$ cat src/rtl/gcc_pkg.sv
package gcc_pkg;

    localparam int WEIGHT_FRACTION_BITS = 16;

    localparam int ALT_W       = 15;
    localparam int SLOPE_W     = 15;
    localparam int CHAN_W      = 8;
    localparam int COL_W       = 16;
    localparam int NUM_W       = 12;
    localparam int DIFF_W      = 17;
    localparam int RECIP_SHIFT = NUM_W;
    localparam int N_CH        = 3;
    localparam int N_RAMP      = 6;
    localparam int N_MIX       = 5;
    localparam int RAMP_STAGES = 5;

    // ramp lanes
    localparam int R_FOREST     = 0;
    localparam int R_ALPINE     = 1;
    localparam int R_ROCK_SLOPE = 2;
    localparam int R_ROCK_ALT   = 3;
    localparam int R_SNOW_ALT   = 4;
    localparam int R_STEEP      = 5;

    // slope thresholds are degrees * 256
    localparam int RAMP_LOW [N_RAMP] = '{1536, 1700, 8704, 2250, 2500, 9728};
    localparam int RAMP_DEN [N_RAMP] = '{2048, 300, 2560, 200, 200, 3072};
    localparam logic [N_RAMP-1:0] RAMP_ON_SLOPE = 6'b100101;

    typedef struct packed {
        logic signed [ALT_W-1:0] altitude;
        logic [SLOPE_W-1:0]      slope;
    } sample_t;

    typedef struct packed {
        logic [CHAN_W-1:0] red;
        logic [CHAN_W-1:0] green;
        logic [CHAN_W-1:0] blue;
    } cover_t;

    typedef logic [COL_W-1:0] chan_t;
    typedef chan_t [0:N_CH-1] colour_t;

    // palette in Q8.8
    localparam colour_t PAL_MEADOW = '{16'd23552, 16'd28160, 16'd14336};
    localparam colour_t PAL_FOREST = '{16'd11264, 16'd15872, 16'd9216};
    localparam colour_t PAL_ALPINE = '{16'd28672, 16'd28672, 16'd18944};
    localparam colour_t PAL_ROCK   = '{16'd30208, 16'd29184, 16'd27136};
    localparam colour_t PAL_SNOW   = '{16'd59392, 16'd60416, 16'd61440};

    localparam colour_t MIX_TARGET [N_MIX] =
        '{PAL_FOREST, PAL_ALPINE, PAL_ROCK, PAL_ROCK, PAL_SNOW};

endpackage

$ cat src/rtl/gcc_mix.sv
module gcc_mix #(
    parameter int F = gcc_pkg::WEIGHT_FRACTION_BITS
) (
    input  logic                      clk,
    input  logic                      en,
    input  gcc_pkg::colour_t          prev_col,
    input  gcc_pkg::colour_t          prev_step,
    input  logic [gcc_pkg::N_CH-1:0]  prev_down,
    input  gcc_pkg::colour_t          target,
    input  logic [F:0]                weight,
    output gcc_pkg::colour_t          col,
    output gcc_pkg::colour_t          step,
    output logic [gcc_pkg::N_CH-1:0]  down
);

    localparam int PW = gcc_pkg::COL_W + F + 1;

    gcc_pkg::colour_t          cur;
    gcc_pkg::colour_t          diff;
    gcc_pkg::colour_t          step_next;
    logic [gcc_pkg::N_CH-1:0]  down_next;
    logic [PW-1:0]             prod [gcc_pkg::N_CH];

    gcc_pkg::colour_t          col_reg;
    gcc_pkg::colour_t          step_reg;
    logic [gcc_pkg::N_CH-1:0]  down_reg;

    // finish the previous blend, then scale the distance to the next target
    always_comb
    begin
        for (int c = 0; c < gcc_pkg::N_CH; c++)
        begin
            cur[c]       = prev_down[c] ? prev_col[c] - prev_step[c]
                                        : prev_col[c] + prev_step[c];
            down_next[c] = target[c] < cur[c];
            diff[c]      = down_next[c] ? cur[c] - target[c] : target[c] - cur[c];
            prod[c]      = PW'(diff[c]) * PW'(weight);
            step_next[c] = prod[c][gcc_pkg::COL_W+F-1:F];
        end
    end

    always_ff @(posedge clk)
    begin
        if (en)
        begin
            col_reg  <= cur;
            step_reg <= step_next;
            down_reg <= down_next;
        end
    end

    assign col  = col_reg;
    assign step = step_reg;
    assign down = down_reg;

endmodule

$ cat config.mk
export PLATFORM = sky130hd
export DESIGN_NAME = gcc_mix
export DESIGN_NICKNAME = d
export VERILOG_FILES = /design/src/rtl/gcc_pkg.sv /design/src/rtl/gcc_mix.sv
export SDC_FILE = /design/constraint.sdc
export NUM_CORES = 2
export LEC_CHECK = 0
export ABC_AREA = 1
export BUFFER_PORTS_ARGS = -buffer_cell sky130_fd_sc_hd__buf_2
export CAP_MARGIN = 10
export CORE_MARGIN = 2
export CORE_UTILIZATION = 30
export CTS_CLUSTER_DIAMETER = 30
export DETAILED_ROUTE_END_ITERATION = 8
export PLACE_DENSITY = 0.57
export SLEW_MARGIN = 25
export SYNTH_ARGS = -nofsm -noshare
export SYNTH_HDL_FRONTEND = slang
export SYNTH_SLANG_ARGS = --single-unit
$ cat constraint.sdc
create_clock -name clk -period 13.25 [get_ports clk]
set_input_delay 0.6625 -clock clk [delete_from_list [all_inputs] [get_ports clk]]
set_output_delay 0.6625 -clock clk [all_outputs]
set_load 0.01 [all_outputs]
# After elaboration in Yosys (flattened, before gate mapping)

Cells that the tools add are included.

Register bits after elaboration: 99
Bits in latches: 0
RAM bits: 0
ROM bits: 0
Input bits: 166
Output and inout bits: 99
Memories kept: 0

Add/sub/neg operators: 12
Multiply operators: 3
Div/mod/pow operators: 0
Magnitude comparators: 3
Equality and inequality tests: 0
Shifts and indexed selects: 0
Muxes and demuxes: 6
Bitwise gates (word level): 0
Reduce and logical (&&, ||, !) cells: 0

Operators by type and width:

| operator         | number |
|---|---|
| $sub A16 B16 Y16 | 9 |
| $mul A16 B17 Y32 | 3 |
| $mux W16         | 6 |
| $add A16 B16 Y16 | 3 |
| $lt A16 B16 Y1   | 3 |

# Longest topological paths before layout

Depth in word-level cells: 5
Depth in mapped cells: 60

# Worst setup path after synthesis

OpenSTA, ideal clock, no wires.

Kind: input -> register
From: in prev_step[17] in the netlist's numbering
To: reg step_reg, in the netlist step[28] (data pin)
Library setup time: 0.262 ns
Arrival time: 9.244 ns
Slack: 3.745 ns
Stages on the path: 54
Cells stage by stage: inv_1 ha_1 nand2_1 nor3_1 inv_1 nor3_1 nor2_1 xor2_1 inv_1 ha_1 nand2_1 nor2_1 nand3_1 nand3_1 nand3_1 nand2_1 a21oi_1 o21bai_1 (+18 left out) inv_1 fa_1 inv_1 fa_1 inv_1 fa_1 fa_1 fa_1 ha_1 a21oi_1 inv_1 a31oi_1 inv_1 a2111oi_0 nand2_1 nand2_1 o21ai_1 xor2_1

RTL lines:

| what                   | RTL line      | RTL |
|---|---|---|
| start: declaration     | gcc_mix.sv:7  | `input gcc_pkg::colour_t prev_step,` |
| end signal: assignment | gcc_mix.sv:47 | `step_reg <= step_next;` |
| end: declaration       | gcc_mix.sv:25 | `gcc_pkg::colour_t step_reg;` |

==> out/metrics.cfg <==
[outcome]
status=complete, no violations

[global_routing]
grt_pass1_vias=34450
grt_use_met1_pct=24.4
met2_usage_pct=34.2
grt_max_degree=63
grt_busiest_layer=met2
grt_pass1_wl_um=198000
grt_antenna_before_repair=17
track_usage_pct=19.8
use_met3_pct=3.84
globalRouteOverflowTotal=0

[route]
wl_um=127000
drtIter0Drc=2316
vias=32651
dr.pass1.iters=5
drc=0
viasPerCell=4.80
ant_nets=0
wire_per_inst_um=18.6

[clocking]
cts-root-buf=clkbuf_16
cts_tree=done
clk_pin_slew_ns=0.08
cts_setup_buffers=0
cts_buffers=9
clock_sinks=99
cts_htree_levels=3
clockBufferDepth=2
postCtsHoldBufs=0
cts_resized=0

[logic_synthesis]
synth_top_family_by_area=adder cells
seq_area_frac_synth_pct=7.87
synth_compound_area_share_pct=7.24
synth-edff-count=99
ys_warn_count=0
synthXorXnorAreaFrac_pct=4.42
synthMuxAreaShare_pct=0.0265
yosysMostFrequentCell=inv_1
yosysTopAreaCell=fa_1
syn_nets=6182
synth-async-reset-ratio_pct=0
synth_flop_cell=edfxtp_1
synth_fa_ha_area_share_pct=47.4
yosys-top-cells-area=fa_1 (33%), ha_1 (14%), inv_1 (12%)
ys_types=74
synth_commonest_cells=inv_1 (1174), nand2_1 (1003), fa_1 (627)
netlist_instances=4960
synth_seq_cells=99
synth.avg_cell_area_um2=7.62
yosysTopAreaCellShare_pct=33.2
synth_area_um2=37800
synthSimpleGateAreaFrac_pct=19.5

[critical_path]
critPathMaxFanout=16
crit_path_top_delay_cell=fa_1
crit_top_cell=nand2_1
cp-end-kind=flip-flop
cp_slowest_stage_delay_ns=0.55
worstPathArrival_ns=11.30
critPathRequiredTime_ns=13.42
start_kind=input port
crit_path_start=prev_step[17]
path_class=in2reg

[hold_path]
hold_start=prev_step[32]
hold_depth=3
holdCritPathClass=in2reg
worstHoldEndpoint=col[32]

[floorplan]
core_area_um2=125000
dieArea_um2=129000
die_w_um=359
rows=130
initial_utilization_pct=30.2
ios=265
die_h_um=359

[cells_and_area]
fin_util_pct=32.9
fillCellCount=13549
syn2layout_area_growth_pct=9.05
ff_latch_area_um2=2970
drive_gt1_share_pct=8.41
multiInputGateArea_um2=29700
fin_nets=6364

[flow_run]
cap_violations=0

[timing]
final_max_slew_viol_count=0
fmax_ghz=0.0899
rsz0062_at_grt=no
relSlewSlack_pct=32.6
tightest_slew_ns=1.01
finalSetupViolCount=0
hold_viol_final=0
fin_crit_sh_pct=84.0
period_needed_ns=11.13
tns_ns=0

[placement]
port_buffers=264
place_congestion=0.924
dp_hpwl_um=104000

==> worst max path at each step <==
stage	to	slack, ns	cells past startpoint
detailed placement	step[28]	1.55	55
CTS	step[28]	1.99	55
floorplan	step[28]	3.74	54
finish	step[24]	2.12	55
global route	step[24]	0.96	55
global placement	step[28]	1.58	55
==> area by class of cell <==
cell class	instances	share of cell area [%]
antenna	6	0.0364
clock buffer	9	0.547
clock inverter	7	0.234
inverter	1218	11.1
multi-input combinational	3522	72.1
sequential	99	7.22
tap	1650	5.01
timing repair buffer	292	3.73
==> kinds of logic after synthesis <==
logic type	Yosys count
simple gates	1819
buf+inv	1339
fa+ha+maj	1056
compound gates	463
xor+xnor	183
flops	99
mux	1
==> placed cells by master, fill, tap and decap left out, types with 12 or more instances in the layout <==
cell type,n
buf_2,263
o21a_1,13
xor2_1,132
a21oi_1,207
inv_2,22
nor2_2,19
buf_4,28
inv_1,1172
ha_1,429
nand3_1,103
fa_1,627
a31oi_1,29
nand2_2,35
xnor2_1,44
nor2_1,565
o21ai_1,12
nor3_1,31
edfxtp_1,99
nand4_1,20
clkinv_1,24
a21o_1,16
nand2_1,1003
o21ai_0,111
==> per-stage QoR <==
stage | cells | setup WS (ns) | hold WS [ns] | area (um^2)
after global placement | 6781 | 1.58 | 1.08 | 40900
after global routing | 6803 | 0.961 | 0.723 | 41200
after detailed placement | 6781 | 1.55 | 1.07 | 40900
after floorplan | 4960 | 3.74 | 0.775 | 37800
final | 6803 | 2.12 | 0.720 | 41200
after CTS | 6797 | 1.99 | 0.691 | 41200
==> worst max-delay path, delay by kind of cell <==
family / cells / cell delay [ns]
adder cells (fa/ha/maj): 10 / 4.13
AND/OR/NAND/NOR: 22 / 3.00
AO/OA/AOI/OAI: 8 / 1.64
buffers and inverters: 12 / 1.26
XOR/XNOR: 3 / 0.56
==> routing by layer <==
metal	vias to the layer above	part of all wire [%]
met5	-	0.016
met4	4	4.0
met3	269	7.7
met1	15868	41
li1	15279	-
met2	1231	48
Power is left out: the tool's default activity adds up to more than one toggle a clock period on the data nets, which glitch-free logic cannot reach.
